**config.mk**
```make
export PLATFORM = sky130hd
export DESIGN_NAME = phillips_cipher_letter_top
export DESIGN_NICKNAME = d
export VERILOG_FILES = /design/src/rtl/phil_pkg.sv /design/src/rtl/phillips_cipher_letter_top.sv /design/src/rtl/phil_map.sv
export SDC_FILE = /design/constraint.sdc
export NUM_CORES = 1
export LEC_CHECK = 0
export BUFFER_PORTS_ARGS = -buffer_cell sky130_fd_sc_hd__buf_2
export CAP_MARGIN = 20
export CORE_UTILIZATION = 34
export CTS_CLUSTER_DIAMETER = 80
export CTS_CLUSTER_SIZE = 40
export DETAILED_ROUTE_END_ITERATION = 8
export PLACE_DENSITY_LB_ADDON = 0.08
export SYNTH_ARGS = -nofsm -noshare
export SYNTH_HDL_FRONTEND = slang
export SYNTH_SLANG_ARGS = --single-unit
```
**constraint.sdc**
```tcl
create_clock -name i_clk -period 15.66 [get_ports i_clk]
set_input_delay 3.132 -clock i_clk [delete_from_list [all_inputs] [get_ports i_clk]]
set_output_delay 3.132 -clock i_clk [all_outputs]
set_load 0.1 [all_outputs]
```
**src/rtl/phil_pkg.sv**
```systemverilog
// Shared constants, types and the row-order table for the Phillips cipher block.
`timescale 1ns / 1ps
`default_nettype none

package phil_pkg;

    localparam int PERIOD        = 5;
    localparam int SQUARES_MAX   = 20;
    localparam int SQUARES_RESET = 8;

    localparam int CELL_W     = 5;
    localparam int LETTER_W   = 5;
    localparam int SQ_W       = 5;
    localparam int POS_W      = 3;
    localparam int IDX_W      = 3;
    localparam int CFG_IDX_W  = 3;
    localparam int CFG_DATA_W = PERIOD * CELL_W;

    localparam logic [CELL_W-1:0]   LAST_CELL  = CELL_W'(26);
    localparam logic [LETTER_W-1:0] BLANK_CODE = LETTER_W'(26);
    localparam logic [IDX_W-1:0]    IDX_MAX    = IDX_W'(PERIOD - 1);
    localparam logic [POS_W-1:0]    POS_MAX    = POS_W'(PERIOD - 1);
    localparam logic [SQ_W-1:0]     SQ_MAX     = SQ_W'(SQUARES_MAX);
    localparam logic [SQ_W-1:0]     SQ_DEFAULT = SQ_W'(SQUARES_RESET);

    // Configuration register indexes
    localparam logic [CFG_IDX_W-1:0] REG_KEY_ROW0    = 3'd0;
    localparam logic [CFG_IDX_W-1:0] REG_KEY_ROW1    = 3'd1;
    localparam logic [CFG_IDX_W-1:0] REG_KEY_ROW2    = 3'd2;
    localparam logic [CFG_IDX_W-1:0] REG_KEY_ROW3    = 3'd3;
    localparam logic [CFG_IDX_W-1:0] REG_KEY_ROW4    = 3'd4;
    localparam logic [CFG_IDX_W-1:0] REG_NUM_SQUARES = 3'd5;
    localparam logic [CFG_IDX_W-1:0] REG_DIRECTION   = 3'd6;

    // Key square: [row][column][cell bits]; column c sits in bits 5c+4..5c of a row
    typedef logic [PERIOD-1:0][PERIOD-1:0][CELL_W-1:0] t_key_square;

    typedef struct packed {
        logic            direction;
        logic [SQ_W-1:0] square;
    } t_map_ctrl;

    // Key row that stands at row b of derived square s
    localparam logic [IDX_W-1:0] ROW_ORDER [SQUARES_MAX][PERIOD] = '{
        '{3'd0, 3'd1, 3'd2, 3'd3, 3'd4}, '{3'd1, 3'd0, 3'd2, 3'd3, 3'd4},
        '{3'd1, 3'd2, 3'd0, 3'd3, 3'd4}, '{3'd1, 3'd2, 3'd3, 3'd0, 3'd4},
        '{3'd1, 3'd2, 3'd3, 3'd4, 3'd0}, '{3'd2, 3'd1, 3'd3, 3'd4, 3'd0},
        '{3'd2, 3'd3, 3'd1, 3'd4, 3'd0}, '{3'd2, 3'd3, 3'd4, 3'd1, 3'd0},
        '{3'd2, 3'd3, 3'd4, 3'd0, 3'd1}, '{3'd3, 3'd2, 3'd4, 3'd0, 3'd1},
        '{3'd3, 3'd4, 3'd2, 3'd0, 3'd1}, '{3'd3, 3'd4, 3'd0, 3'd2, 3'd1},
        '{3'd3, 3'd4, 3'd0, 3'd1, 3'd2}, '{3'd4, 3'd3, 3'd0, 3'd1, 3'd2},
        '{3'd4, 3'd0, 3'd3, 3'd1, 3'd2}, '{3'd4, 3'd0, 3'd1, 3'd3, 3'd2},
        '{3'd4, 3'd0, 3'd1, 3'd2, 3'd3}, '{3'd0, 3'd4, 3'd1, 3'd2, 3'd3},
        '{3'd0, 3'd1, 3'd4, 3'd2, 3'd3}, '{3'd0, 3'd1, 3'd2, 3'd4, 3'd3}
    };

endpackage

`default_nettype wire

```
**src/rtl/phillips_cipher_letter_top.sv**
```systemverilog
// Top level of the Phillips cipher letter block: config registers, counters, pipeline.
// Input register, mapping, result register; position and square index are registered.
// Throughput: one letter per cycle while not stalled by i_out_ready.
// Two stages (input register, result register) let a letter enter while a result waits.
// Reset (synchronous, active low): key rows cleared, num_squares 8, direction decipher,
// group position and square index zero, both pipeline stages empty.
`timescale 1ns / 1ps
`default_nettype none

module phillips_cipher_letter_top (
    input  wire                                 i_clk,
    input  wire                                 i_rst_n,
    // letter input channel
    input  wire                                 i_in_valid,
    output logic                                o_in_ready,
    input  wire [phil_pkg::LETTER_W-1:0]        i_letter,
    input  wire                                 i_last_letter,
    // result channel
    output logic                                o_out_valid,
    input  wire                                 i_out_ready,
    output logic [phil_pkg::LETTER_W-1:0]       o_out_letter,
    output logic                                o_out_last,
    // configuration write channel
    input  wire                                 i_cfg_valid,
    output logic                                o_cfg_ready,
    input  wire [phil_pkg::CFG_IDX_W-1:0]       i_cfg_index,
    input  wire [phil_pkg::CFG_DATA_W-1:0]      i_cfg_data
);

    // Configuration
    phil_pkg::t_key_square              r_key;
    logic [phil_pkg::SQ_W-1:0]          r_num_squares;
    logic                               r_direction;

    // Group position and derived square in use
    logic [phil_pkg::POS_W-1:0]         r_pos;
    logic [phil_pkg::SQ_W-1:0]          r_square;
    logic [phil_pkg::POS_W-1:0]         n_pos;
    logic [phil_pkg::SQ_W-1:0]          n_square;

    // Stage 1: accepted letter with the square it uses
    logic                               r_s1_valid;
    logic [phil_pkg::LETTER_W-1:0]      r_s1_letter;
    logic                               r_s1_last;
    logic [phil_pkg::SQ_W-1:0]          r_s1_square;

    // Stage 2: result register
    logic                               r_out_valid;
    logic [phil_pkg::LETTER_W-1:0]      r_out_letter;
    logic                               r_out_last;

    logic                               in_xfer;
    logic                               s1_advance;
    logic [phil_pkg::SQ_W-1:0]          n_eff;
    logic [phil_pkg::SQ_W-1:0]          sq_cur;
    logic [phil_pkg::SQ_W-1:0]          sq_inc;
    logic [phil_pkg::LETTER_W-1:0]      map_letter;
    phil_pkg::t_map_ctrl                map_ctrl;

    // Writes are taken in any cycle
    assign o_cfg_ready = 1'b1;

    // Stage 1 moves on when the result register is empty or being drained
    assign s1_advance = !r_out_valid || i_out_ready;
    assign o_in_ready = !r_s1_valid || s1_advance;
    assign in_xfer    = i_in_valid && o_in_ready;

    // Clamp the square count to 1..20 and fall back to square 0 if the index ran past it
    always_comb begin
        if (r_num_squares == '0) begin
            n_eff = phil_pkg::SQ_W'(1);
        end else if (r_num_squares > phil_pkg::SQ_MAX) begin
            n_eff = phil_pkg::SQ_MAX;
        end else begin
            n_eff = r_num_squares;
        end
        sq_cur = (r_square < n_eff) ? r_square : '0;
        sq_inc = sq_cur + phil_pkg::SQ_W'(1);
    end

    // Advance the group counter per transferred letter; restart after a last letter
    always_comb begin
        n_pos    = r_pos;
        n_square = r_square;
        if (in_xfer) begin
            if (i_last_letter) begin
                n_pos    = '0;
                n_square = '0;
            end else if (r_pos >= phil_pkg::POS_MAX) begin
                n_pos    = '0;
                n_square = (sq_inc >= n_eff) ? '0 : sq_inc;
            end else begin
                n_pos    = r_pos + phil_pkg::POS_W'(1);
                n_square = sq_cur;
            end
        end
    end

    always_ff @(posedge i_clk) begin
        if (!i_rst_n) begin
            r_key         <= '0;
            r_num_squares <= phil_pkg::SQ_DEFAULT;
            r_direction   <= 1'b0;
        end else if (i_cfg_valid) begin
            case (i_cfg_index)
                phil_pkg::REG_KEY_ROW0:    r_key[0] <= i_cfg_data;
                phil_pkg::REG_KEY_ROW1:    r_key[1] <= i_cfg_data;
                phil_pkg::REG_KEY_ROW2:    r_key[2] <= i_cfg_data;
                phil_pkg::REG_KEY_ROW3:    r_key[3] <= i_cfg_data;
                phil_pkg::REG_KEY_ROW4:    r_key[4] <= i_cfg_data;
                phil_pkg::REG_NUM_SQUARES: r_num_squares <= i_cfg_data[phil_pkg::SQ_W-1:0];
                phil_pkg::REG_DIRECTION:   r_direction <= i_cfg_data[0];
                default: begin
                    // drop writes to unknown indexes
                end
            endcase
        end
    end

    // Control state
    always_ff @(posedge i_clk) begin
        if (!i_rst_n) begin
            r_pos       <= '0;
            r_square    <= '0;
            r_s1_valid  <= 1'b0;
            r_out_valid <= 1'b0;
        end else begin
            r_pos    <= n_pos;
            r_square <= n_square;
            if (o_in_ready) begin
                r_s1_valid <= i_in_valid;
            end
            if (s1_advance) begin
                r_out_valid <= r_s1_valid;
            end
        end
    end

    // Payload
    always_ff @(posedge i_clk) begin
        if (in_xfer) begin
            r_s1_letter <= i_letter;
            r_s1_last   <= i_last_letter;
            r_s1_square <= sq_cur;
        end
        if (s1_advance && r_s1_valid) begin
            r_out_letter <= map_letter;
            r_out_last   <= r_s1_last;
        end
    end

    assign map_ctrl.direction = r_direction;
    assign map_ctrl.square    = r_s1_square;

    phil_map u_map (
        .i_key    (r_key),
        .i_ctrl   (map_ctrl),
        .i_letter (r_s1_letter),
        .o_letter (map_letter)
    );

    assign o_out_valid  = r_out_valid;
    assign o_out_letter = r_out_letter;
    assign o_out_last   = r_out_last;

endmodule

`default_nettype wire

```
**src/rtl/phil_map.sv**
```systemverilog
// Letter lookup in the key square and shift to the target cell.
`timescale 1ns / 1ps
`default_nettype none

module phil_map (
    input  wire phil_pkg::t_key_square         i_key,
    input  wire phil_pkg::t_map_ctrl           i_ctrl,
    input  wire [phil_pkg::LETTER_W-1:0]       i_letter,
    output logic [phil_pkg::LETTER_W-1:0]      o_letter
);

    logic                          found;
    logic [phil_pkg::IDX_W-1:0]    frow;
    logic [phil_pkg::IDX_W-1:0]    fcol;
    logic [phil_pkg::IDX_W-1:0]    brow;
    logic [phil_pkg::IDX_W-1:0]    nbrow;
    logic [phil_pkg::IDX_W-1:0]    ncol;
    logic [phil_pkg::IDX_W-1:0]    nkrow;
    logic [phil_pkg::CELL_W-1:0]   target;

    // Scan row-major; the last matching cell wins
    always_comb begin
        found = 1'b0;
        frow  = '0;
        fcol  = '0;
        for (int r = 0; r < phil_pkg::PERIOD; r++) begin
            for (int c = 0; c < phil_pkg::PERIOD; c++) begin
                if ((i_key[r][c] != '0) && (i_key[r][c] <= phil_pkg::LAST_CELL) &&
                    ((i_key[r][c] - phil_pkg::CELL_W'(1)) == i_letter)) begin
                    found = 1'b1;
                    frow  = phil_pkg::IDX_W'(r);
                    fcol  = phil_pkg::IDX_W'(c);
                end
            end
        end
    end

    // Place of the found key row within the current derived square
    always_comb begin
        brow = '0;
        for (int b = 0; b < phil_pkg::PERIOD; b++) begin
            if (phil_pkg::ROW_ORDER[i_ctrl.square][b] == frow) begin
                brow = phil_pkg::IDX_W'(b);
            end
        end
    end

    always_comb begin
        if (i_ctrl.direction) begin
            ncol  = (fcol == phil_pkg::IDX_MAX) ? '0 : fcol + phil_pkg::IDX_W'(1);
            nbrow = (brow == phil_pkg::IDX_MAX) ? '0 : brow + phil_pkg::IDX_W'(1);
        end else begin
            ncol  = (fcol == '0) ? phil_pkg::IDX_MAX : fcol - phil_pkg::IDX_W'(1);
            nbrow = (brow == '0) ? phil_pkg::IDX_MAX : brow - phil_pkg::IDX_W'(1);
        end
        nkrow  = phil_pkg::ROW_ORDER[i_ctrl.square][nbrow];
        target = i_key[nkrow][ncol];
        if (found && (target != '0) && (target <= phil_pkg::LAST_CELL)) begin
            o_letter = target - phil_pkg::CELL_W'(1);
        end else begin
            o_letter = phil_pkg::BLANK_CODE;
        end
    end

endmodule

`default_nettype wire
```
==> Yosys cells after proc, flatten, opt, wreduce, memory -nomap -nowiden <==
Memories as Yosys holds them, arrays and structs flattened.
Index checks and enable logic that the tools add are counted.
{ "op_classes": {"bitwise_logic": 2, "n_eq_ne": 37, "mux": 96, "order_cmp": 34, "add_sub_neg": 32, "n_reduce_logical": 95} }
{ "op_table": {"columns": ["operator", "count"], "rows": [
  ["$le A5 B5 Y1 const B", 26],
  ["$reduce_bool A5 Y1", 26],
  ["$sub A5 B1 Y5 const B", 26],
  ["$eq A5 B5 Y1", 25],
  ["$mux W3", 39],
  ["$bmux W25 S3", 1],
  ["$logic_and A1 B1 Y1", 54],
  ["$mux W5", 7],
  ["$mux W1", 32],
  ["$mux W15", 2],
  ["$mux W25", 1],
  ["$mux W2", 12],
  ["$bmux W5 S3", 1],
  ["$eq A3 B3 Y1 const B", 5],
  ["$reduce_and A2 Y1", 7],
  ["$eq A3 B3 Y1", 4],
  ["$add A3 B1 Y3 const B", 3],
  ["$bmux W3 S3", 1],
  ["$logic_not A3 Y1", 3],
  ["$lt A3 B4 Y1 const B", 2],
  ["$eq A3 B2 Y1 const B", 2],
  ["$ge A6 B6 Y1 const B", 1],
  ["$not A5 Y6", 1],
  ["$sub A3 B1 Y3 const B", 2],
  ["other kinds (11)", 13]
]} }
{ "totals": {"romBits": 480, "reg_bits": 158, "out_inout_bits": 9, "n_memories": 1, "input_bits": 39, "word_cells": 333} }
{ "memory_table": {"columns": ["memory", "words", "width", "rd", "rd_clocked_by_memory_dff", "wr", "line_no", "rtl"], "rows": [
  ["(no name shown)", 32, 15, 1, 0, 0, "phil_map.sv:42", "if (phil_pkg::ROW_ORDER[i_ctrl.square][b] == frow) begin"]
]} }

==> Depth between registers and ports, before layout <==
Gate-level depths: netlist of the first run.
{ "depth": {"ltp_word": 42, "depth_mapped": 34, "depth_no_buf": 31} }

==> Modules after synthesis <==
From an unflattened synthesis of the first run, not the netlist that was laid out.
{ "hier_totals": {"hier_cells": 1673, "area_unflattened_um2": 13450.4} }
{ "by_module_without_submodules": {"columns": ["module", "seq_area_each_um2", "area_per_inst_um2", "n_inst", "cells_each"], "rows": [
  ["phil_map", 0.0, 7234.4, 1, 971],
  ["phillips_cipher_letter_top", 3333.2, 6216.0, 1, 702]
]} }

==> Least setup slack after synthesis of the first run <==
No wires, ideal clock.
{ "synth_timing": {"kind": "in2out", "from": "input i_out_ready", "to": "output o_in_ready", "t_arrival_ns": 3.914, "t_required_ns": 12.528, "path_buffers": 0, "path_stages": 2, "slack_ns": 8.614, "path_cell_list": "nor2b_1 > nand2_1"} }
{ "synth_via": {"elab_chain_cells": 2} }
{ "synth_lines": {"columns": ["element", "line_no", "rtl"], "rows": [
  ["start, declared", "phillips_cipher_letter_top.sv:20", "input wire i_out_ready,"],
  ["$logic_or A1 B1 Y1", "phillips_cipher_letter_top.sv:64", "assign s1_advance = !r_out_valid || i_out_ready;"],
  ["$logic_or A1 B1 Y1", "phillips_cipher_letter_top.sv:65", "assign o_in_ready = !r_s1_valid || s1_advance;"],
  ["end, declared", "phillips_cipher_letter_top.sv:15", "output logic o_in_ready,"]
]} }
Every way passes these cells.

==> Final worst setup path of the first run <==
{ "layout_timing": {"from": "register r_s1_letter[2] (netlist name)", "to": "register r_out_letter, in the netlist o_out_letter[4], data pin"} }
{ "layout_via": {"elab_chain_cells": 41, "word_cells_on_any_way": 154, "classes_between": "5 x add/sub; 1 x order compare; 31 x eq/ne; 86 x mux; 1 x bitwise; 30 x reduce/logical"} }
{ "layout_lines": {"columns": ["element", "line_no", "rtl"], "rows": [
  ["start, declared", "phillips_cipher_letter_top.sv:43", "logic [phil_pkg::LETTER_W-1:0] r_s1_letter;"],
  ["start signal, assigned", "phillips_cipher_letter_top.sv:142", "r_s1_letter <= i_letter;"],
  ["parallel branches: the longest is 41 deep, another holds $eq A5 B5 Y1", null, null],
  ["end signal, assigned", "phillips_cipher_letter_top.sv:147", "r_out_letter <= map_letter;"],
  ["end, declared", "phillips_cipher_letter_top.sv:49", "logic [phil_pkg::LETTER_W-1:0] r_out_letter;"]
]} }
Parallel ways; which one is timed is not known. The select of a mux whose other input is x is not followed.
A chain may end at the register's enable or synchronous reset.

==> summary.json, run 1 <==
{
  "outcome": {"value": "finished clean"},
  "post_drt_wl_per_cell": {"value": 21.3, "unit": "um"},
  "die_height": {"value": 198, "unit": "um"},
  "crit_start": {"value": "r_s1_letter[2]"},
  "antenna_found_initial": {"value": 0},
  "cts.sinks": {"value": 158},
  "synthesized_netlist_net_count": {"value": 1787},
  "power_density": {"value": 89.3, "unit": "nW/um2"},
  "track_usage": {"value": 0.244},
  "drt_iter0_markers": {"value": 1036},
  "cts_repair_resize_count": {"value": 0},
  "synth_top_area_share": {"value": 0.217},
  "clk_pin_slew": {"value": 0.07, "unit": "ns"},
  "timing.rr.start": {"value": "r_s1_letter[2]"},
  "firstDrtPassIters": {"value": 6},
  "layout.cells.most_common": {"value": "sky130_fd_sc_hd__nand2_1"},
  "clock.fmax": {"value": 128, "unit": "MHz"},
  "io_buffers": {"value": 46},
  "worst_ir_drop_vdd": {"value": 82.2, "unit": "uV"},
  "cts.htree.levels": {"value": 4},
  "final_min_period_over_clock_period": {"value": 0.498},
  "routabilityCongestion": {"value": 0.944},
  "holdBufCountCts": {"value": 0},
  "fraction_of_the_yosys_area_taken_by_sequential_cells": {"value": 0.256},
  "synth.top_cells.by_area": {"value": "sky130_fd_sc_hd__dfxtp_1 22%, sky130_fd_sc_hd__nand2_1 9.8%, sky130_fd_sc_hd__a21boi_0 7.7%"},
  "ys_warn_count": {"value": 0},
  "slew_headroom": {"value": 0.299},
  "rsz0062_at_grt": {"value": "no"},
  "final_nets": {"value": 1774},
  "cp_slowest_stage_delay": {"value": 0.52, "unit": "ns"},
  "cts-buffers-inserted": {"value": 17},
  "cts_buffer_depth": {"value": 2},
  "crit_path_max_fanout": {"value": 40},
  "n_fill_cell": {"value": 3967},
  "postSynthRegisterBits": {"value": 158},
  "areaGrowthSynthToFinish": {"value": 9.84, "unit": "%"},
  "worstSetupEndpoint": {"value": "o_out_letter[4]"},
  "placementRows": {"value": 71},
  "critPathArrivalTime": {"value": 7.99, "unit": "ns"},
  "timing.final.max_slew_violations": {"value": 0},
  "finalHoldViolations": {"value": 0},
  "synth.lib_cells_used.distinct": {"value": 98},
  "num_io_pins": {"value": 48},
  "start_util": {"value": 0.346},
  "pin_count_of_the_biggest_net_entering_global_routing": {"value": 101},
  "timing.critical_path.from_type": {"value": "flip-flop"},
  "die_w": {"value": 198, "unit": "um"},
  "setup-violations-final": {"value": 0},
  "final-seq-area": {"value": 3330, "unit": "um2"},
  "leak": {"value": 5.15, "unit": "nW"},
  "postSynth.asyncResetShare": {"value": 0},
  "required": {"value": 15.84, "unit": "ns"},
  "grt_pass1_vias": {"value": 11153},
  "core_region_area": {"value": 37700, "unit": "um2"},
  "tritoncts": {"value": "done"},
  "synthesis.area": {"value": 13000, "unit": "um2"},
  "worst_setup_path_end_kind": {"value": "flip-flop"},
  "postSynth.topFlopCell": {"value": "sky130_fd_sc_hd__dfxtp_1"},
  "critPathMostFrequentCell": {"value": "sky130_fd_sc_hd__inv_1"},
  "drcViolationCount": {"value": 0},
  "cpMaxStageDelayCell": {"value": "sky130_fd_sc_hd__buf_4"},
  "detail-route-antenna-nets": {"value": 0},
  "num_vias": {"value": 12073},
  "worst-setup-path-type": {"value": "reg2reg"},
  "synth_edf_count": {"value": 17},
  "timing.reg2reg.worst_path_depth": {"value": 26},
  "cell_count_after_placement": {"value": 2157},
  "postSynthCellCount": {"value": 1678},
  "route.detailed.vias_per_inst": {"value": 5.52},
  "design.die.area": {"value": 39100, "unit": "um2"},
  "grt-ovfl-total": {"value": 0},
  "syn-mean-instance-area": {"value": 7.76, "unit": "um2"},
  "clockRootBuffer": {"value": "sky130_fd_sc_hd__clkbuf_16"},
  "ff_to_ff_setup_slack": {"value": 7.86, "unit": "ns"},
  "yosys.area.top_type": {"value": "sky130_fd_sc_hd__dfxtp_1"},
  "multi_input_area": {"value": 8910, "unit": "um2"},
  "clock-skew-final": {"value": 0.0241, "unit": "ns"},
  "timing.hold.worst.class": {"value": "reg2reg"},
  "detailed_place_hpwl": {"value": 34300, "unit": "um"},
  "cts_setup_buffers": {"value": 0},
  "drive_above_1_share": {"value": 0.0817},
  "number_of_max_cap_violations": {"value": 0},
  "final.min_clock_period": {"value": 7.80, "unit": "ns"},
  "wire_length_of_the_first_global_routing_pass": {"value": 70700, "unit": "um"},
  "clock_insertion_delay_worst_skew": {"value": 0.46, "unit": "ns"},
  "commonest_non_fill_non_tap_cells_in_the_layout": {"value": "341 x sky130_fd_sc_hd__nand2_1, 141 x sky130_fd_sc_hd__dfxtp_1, 134 x sky130_fd_sc_hd__a21boi_0, 113 x sky130_fd_sc_hd__xnor2_1, 87 x sky130_fd_sc_hd__inv_1"},
  "route.final.wire_length": {"value": 46700, "unit": "um"},
  "finalNonFillerCells": {"value": 2189},
  "rr_endpoint": {"value": "o_out_letter[4]"},
  "total_negative_setup_slacks": {"value": 0, "unit": "ns"},
  "worst_slew_pin_slew": {"value": 1.04, "unit": "ns"}
}
## worst min-delay path by stage
stage	start	endpoint	slack, ns	depth (start not counted)
after floorplan	r_s1_last	o_out_last	0.40	0
after global placement	r_s1_last	o_out_last	0.40	0
after detailed placement	r_s1_last	o_out_last	0.41	0
after CTS	r_s1_last	o_out_last	0.43	0
after global routing	r_s1_last	o_out_last	0.45	0
final	r_s1_last	o_out_last	0.43	0
## logic make-up (layout without fill, tap and decap cells)
group | after synthesis | after routing | synth area share
and+or+nand+nor | 644 | 644 | 0.236
adders and majority gates | 70 | 70 | 0.0673
AOI/OAI and AO/OA | 413 | 413 | 0.234
buffers and inverters | 184 | 183 | 0.0610
xor gates and xnor gates | 164 | 164 | 0.111
muxes | 44 | 44 | 0.0355
DFF | 158 | 158 | 0.256
other | 1 | 2 | 0.000288
## per-layer routing
metal  global-route usage  vias up  share of wire
li1                     -     5855              -
met2                0.397      349           0.46
met4               0.0646        0          0.019
met1                0.332     5830           0.47
met3               0.0399       39          0.052
met5                    0        -              0
## per-stage QoR
stage	setup WS (ns)	hold slack, ns	area, um2	total power, mW	util
floorplan	8.61	0.400	13000	0.691	-
global placement	8.21	0.402	13600	0.780	0.360
detailed placement	7.99	0.407	13600	0.780	0.361
CTS	7.98	0.432	14300	1.29	0.380
global route	7.27	0.448	14300	1.34	0.380
finish	7.86	0.430	14300	1.28	0.380
## state kept, by name, summed over array words and instances (netlist names)
signal         cells
r_key            125
o_out_letter       5
r_num_squares      5
r_s1_letter        5
r_pos              3
r_square           5
r_s1_square        5
r_s1_last          1
r_direction        1
o_out_valid        1
o_out_last         1
r_s1_valid         1
## power breakdown
group          total, mW  switching [mW]  internal, mW
combinational      0.338           0.218         0.120
sequential         0.436          0.0171         0.419
clock              0.503           0.181         0.322
## cell type report
cell class                 instances  area share
inverter                          89      0.0235
clock inverter                     9      0.0142
clock buffer                      22      0.0347
tap                              511      0.0447
sequential                       158       0.233
timing repair buffer              63      0.0266
antenna                            1    0.000175
multi-input combinational       1336       0.623
## Yosys cell counts (all sizes together), types with 17 or more instances
| cell | number |
|---|---|
| edfxtp | 17 |
| ha | 70 |
| dfxtp | 141 |
| nor2 | 60 |
| o211ai | 33 |
| nand3 | 40 |
| nand2 | 341 |
| a21boi | 135 |
| a21oi | 42 |
| inv | 89 |
| nor2b | 39 |
| clkbuf | 64 |
| nor3 | 59 |
| mux2i | 36 |
| xnor2 | 113 |
| buf | 31 |
| o21ai | 47 |
| xor2 | 51 |
## critical path: cells and delay by family (launching register included)
kind / cells / cell delay [ns]
AO/OA/AOI/OAI: 11 / 3.44
XOR/XNOR: 1 / 0.17
adder cells (fa/ha/maj): 2 / 0.46
buffers and inverters: 5 / 1.32
flip-flops: 1 / 0.33
multiplexers: 1 / 0.36
AND/OR/NAND/NOR: 6 / 1.38
(Power assumes the default switching activity.)
==> run 2: changes to the inputs <==
clock period = 6.4 ns   (was 15.66 ns; I/O delays follow)
==> summary.json, run 2 (synthesis gave the netlist of run 1 again) <==
{
  "outcome": {"value": "finished clean"},
  "required": {"value": 6.70, "unit": "ns"},
  "num_io_pins": {"value": 48},
  "grt_pass1_vias": {"value": 12648},
  "firstDrtPassIters": {"value": 6},
  "cp_slowest_stage_delay": {"value": 0.59, "unit": "ns"},
  "power_density": {"value": 206, "unit": "nW/um2"},
  "post_drt_wl_per_cell": {"value": 21.1, "unit": "um"},
  "crit_path_max_fanout": {"value": 6},
  "cp_top_family": {"value": "compound AO/OA/AOI/OAI gates"},
  "cpMaxStageDelayCell": {"value": "sky130_fd_sc_hd__or4_4"},
  "combinationalPowerShare": {"value": 0.413},
  "drive_above_1_share": {"value": 0.267},
  "timing.hold.worst.class": {"value": "reg2reg"},
  "multi_input_area": {"value": 9670, "unit": "um2"},
  "largest_reg_flops": {"value": 125},
  "slew_headroom": {"value": 0.399},
  "io_buffers": {"value": 46},
  "placed_cell_area": {"value": 15600, "unit": "um2"},
  "antenna_found_initial": {"value": 0},
  "num_vias": {"value": 13240},
  "antenna_cells_inserted": {"value": 0},
  "critPathBufInv": {"value": 9},
  "worst_ir_drop_vdd": {"value": 205, "unit": "uV"},
  "drcViolationCount": {"value": 0},
  "areaGrowthSynthToFinish": {"value": 33.7, "unit": "%"},
  "worstHoldEndpoint": {"value": "o_out_last"},
  "holdBufCountCts": {"value": 0},
  "grt-ovfl-total": {"value": 0},
  "pin_count_of_the_biggest_net_entering_global_routing": {"value": 79},
  "worst_slew_pin_slew": {"value": 0.900, "unit": "ns"},
  "fin_area": {"value": 17400, "unit": "um2"},
  "wire_length_of_the_first_global_routing_pass": {"value": 77900, "unit": "um"},
  "timing.final.max_slew_violations": {"value": 0},
  "routabilityCongestion": {"value": 0.974},
  "clock-skew-final": {"value": 0.0139, "unit": "ns"},
  "critPathMostFrequentCell": {"value": "sky130_fd_sc_hd__buf_6"},
  "hold_ws": {"value": 0.416, "unit": "ns"},
  "registers.top_by_ff_count": {"value": "r_key"},
  "layout.cells.most_common": {"value": "sky130_fd_sc_hd__nand2_1"},
  "core_region_area": {"value": 37700, "unit": "um2"},
  "route.detailed.vias_per_inst": {"value": 5.35},
  "ff_to_ff_setup_slack": {"value": 0.05, "unit": "ns"},
  "tritoncts": {"value": "done"},
  "rsz0062_at_grt": {"value": "yes"},
  "dpl_worst_slack": {"value": -0.602, "unit": "ns"},
  "start_util": {"value": 0.346},
  "final.min_clock_period": {"value": 6.35, "unit": "ns"},
  "die_w": {"value": 198, "unit": "um"},
  "timing.rr.start": {"value": "r_s1_letter[2]"},
  "placementRows": {"value": 71},
  "cts-buffers-inserted": {"value": 17},
  "detailed_place_hpwl": {"value": 38700, "unit": "um"},
  "n_fill_cell": {"value": 3851},
  "clockRootBuffer": {"value": "sky130_fd_sc_hd__clkbuf_16"},
  "hold_depth": {"value": 0},
  "finalWorstSetupSlack": {"value": 0.0503, "unit": "ns"},
  "worst_setup_path_end_kind": {"value": "flip-flop"},
  "track_usage": {"value": 0.267},
  "clock_insertion_delay_worst_skew": {"value": 0.47, "unit": "ns"},
  "detail-route-antenna-nets": {"value": 0},
  "cts.htree.levels": {"value": 4},
  "die_height": {"value": 198, "unit": "um"},
  "fraction_of_power_consumed_by_the_clock_network": {"value": 0.293},
  "seq_power_share": {"value": 0.294},
  "min_from": {"value": "r_s1_last"},
  "timing.critical_path.from_type": {"value": "flip-flop"},
  "final_min_period_over_clock_period": {"value": 0.992},
  "power.switching": {"value": 1.27, "unit": "mW"},
  "critPathArrivalTime": {"value": 6.65, "unit": "ns"},
  "total_negative_setup_slacks": {"value": 0, "unit": "ns"},
  "power_report.internal_total": {"value": 2.31, "unit": "mW"},
  "rr_endpoint": {"value": "o_out_letter[3]"},
  "cts.sinks": {"value": 158},
  "clock.fmax": {"value": 157, "unit": "MHz"},
  "setup-violations-final": {"value": 0},
  "leak": {"value": 6.75, "unit": "nW"},
  "final_nets": {"value": 2059},
  "drt_iter0_markers": {"value": 1074},
  "route.final.wire_length": {"value": 52200, "unit": "um"},
  "timing.reg2reg.worst_path_depth": {"value": 29},
  "worst-setup-path-type": {"value": "reg2reg"},
  "final-seq-area": {"value": 3340, "unit": "um2"},
  "cts_buffer_depth": {"value": 2},
  "commonest_non_fill_non_tap_cells_in_the_layout": {"value": "334 x sky130_fd_sc_hd__nand2_1, 266 x sky130_fd_sc_hd__buf_4, 139 x sky130_fd_sc_hd__dfxtp_1, 133 x sky130_fd_sc_hd__a21boi_0, 108 x sky130_fd_sc_hd__xnor2_1"},
  "finalHoldViolations": {"value": 0},
  "number_of_max_cap_violations": {"value": 0},
  "design.die.area": {"value": 39100, "unit": "um2"},
  "clk_pin_slew": {"value": 0.07, "unit": "ns"},
  "switching_fraction": {"value": 0.354}
}
## run 2: stage by stage
stage / utilization / total power [mW] / instances
6_report: 0.462 / 3.58 / 2474
2_1_floorplan: - / 1.69 / 1678
3_3_place_gp: 0.413 / 2.21 / 2403
3_5_place_dp: 0.413 / 2.21 / 2404
4_1_cts: 0.435 / 3.33 / 2445
5_1_grt: 0.462 / 3.73 / 2474
## run 2: cell type report
class	instances	area share
Multi-Input combinational cell	1336	0.556
Sequential cell	158	0.192
Timing Repair Buffer	348	0.162
Tap cell	511	0.0367
Clock buffer	22	0.0279
Inverter	89	0.0196
Clock inverter	10	0.00589
## run 2: worst max path at each step
stage,startpoint,to,cells after the start,slack (ns)
6_report,r_s1_letter[2],o_out_letter[3],29,0.05
5_1_grt,r_s1_letter[4],o_out_letter[3],34,-0.12
2_1_floorplan,r_key[55],o_out_letter[4],28,0.12
3_3_place_gp,r_key[56],o_out_letter[0],28,-0.53
3_5_place_dp,r_key[56],o_out_letter[2],28,-0.60
4_1_cts,r_s1_letter[2],o_out_letter[2],30,0.006
## run 2: repair_timing
action,in CTS,in global routing
gates resized for setup,39,151
gates cloned,0,1
setup buffers,9,28
pin swaps,19,66
setup endpoints to repair,5,5
## run 2: worst register-to-register path: cells and delay by family (launching register included)
kind / cells / cell delay (ns)
fa+ha+maj: 1 / 0.15
buf+inv: 9 / 1.29
simple gates: 6 / 1.45
mux: 1 / 0.25
flops: 1 / 0.41
compound gates: 12 / 2.63
## run 2: per-layer routing
metal | routed length (um) | part of all wire | global-route usage | vias up
met4 | 955 | 0.018 | 0.0675 | 0
met3 | 2120 | 0.041 | 0.0284 | 53
met1 | 24600 | 0.47 | 0.363 | 6431
met5 | 0 | 0 | 0 | -
met2 | 24600 | 0.47 | 0.448 | 306
li1 | - | - | - | 6450
## run 2: power by group through the flow
stage | clock network [mW] | registers [mW] | logic, mW
2_1_floorplan | 0 | 1.09 | 0.606
3_3_place_gp | 0 | 1.07 | 1.13
3_5_place_dp | 0 | 1.07 | 1.14
4_1_cts | 1.08 | 1.05 | 1.20
5_1_grt | 1.11 | 1.05 | 1.57
6_report | 1.05 | 1.05 | 1.48
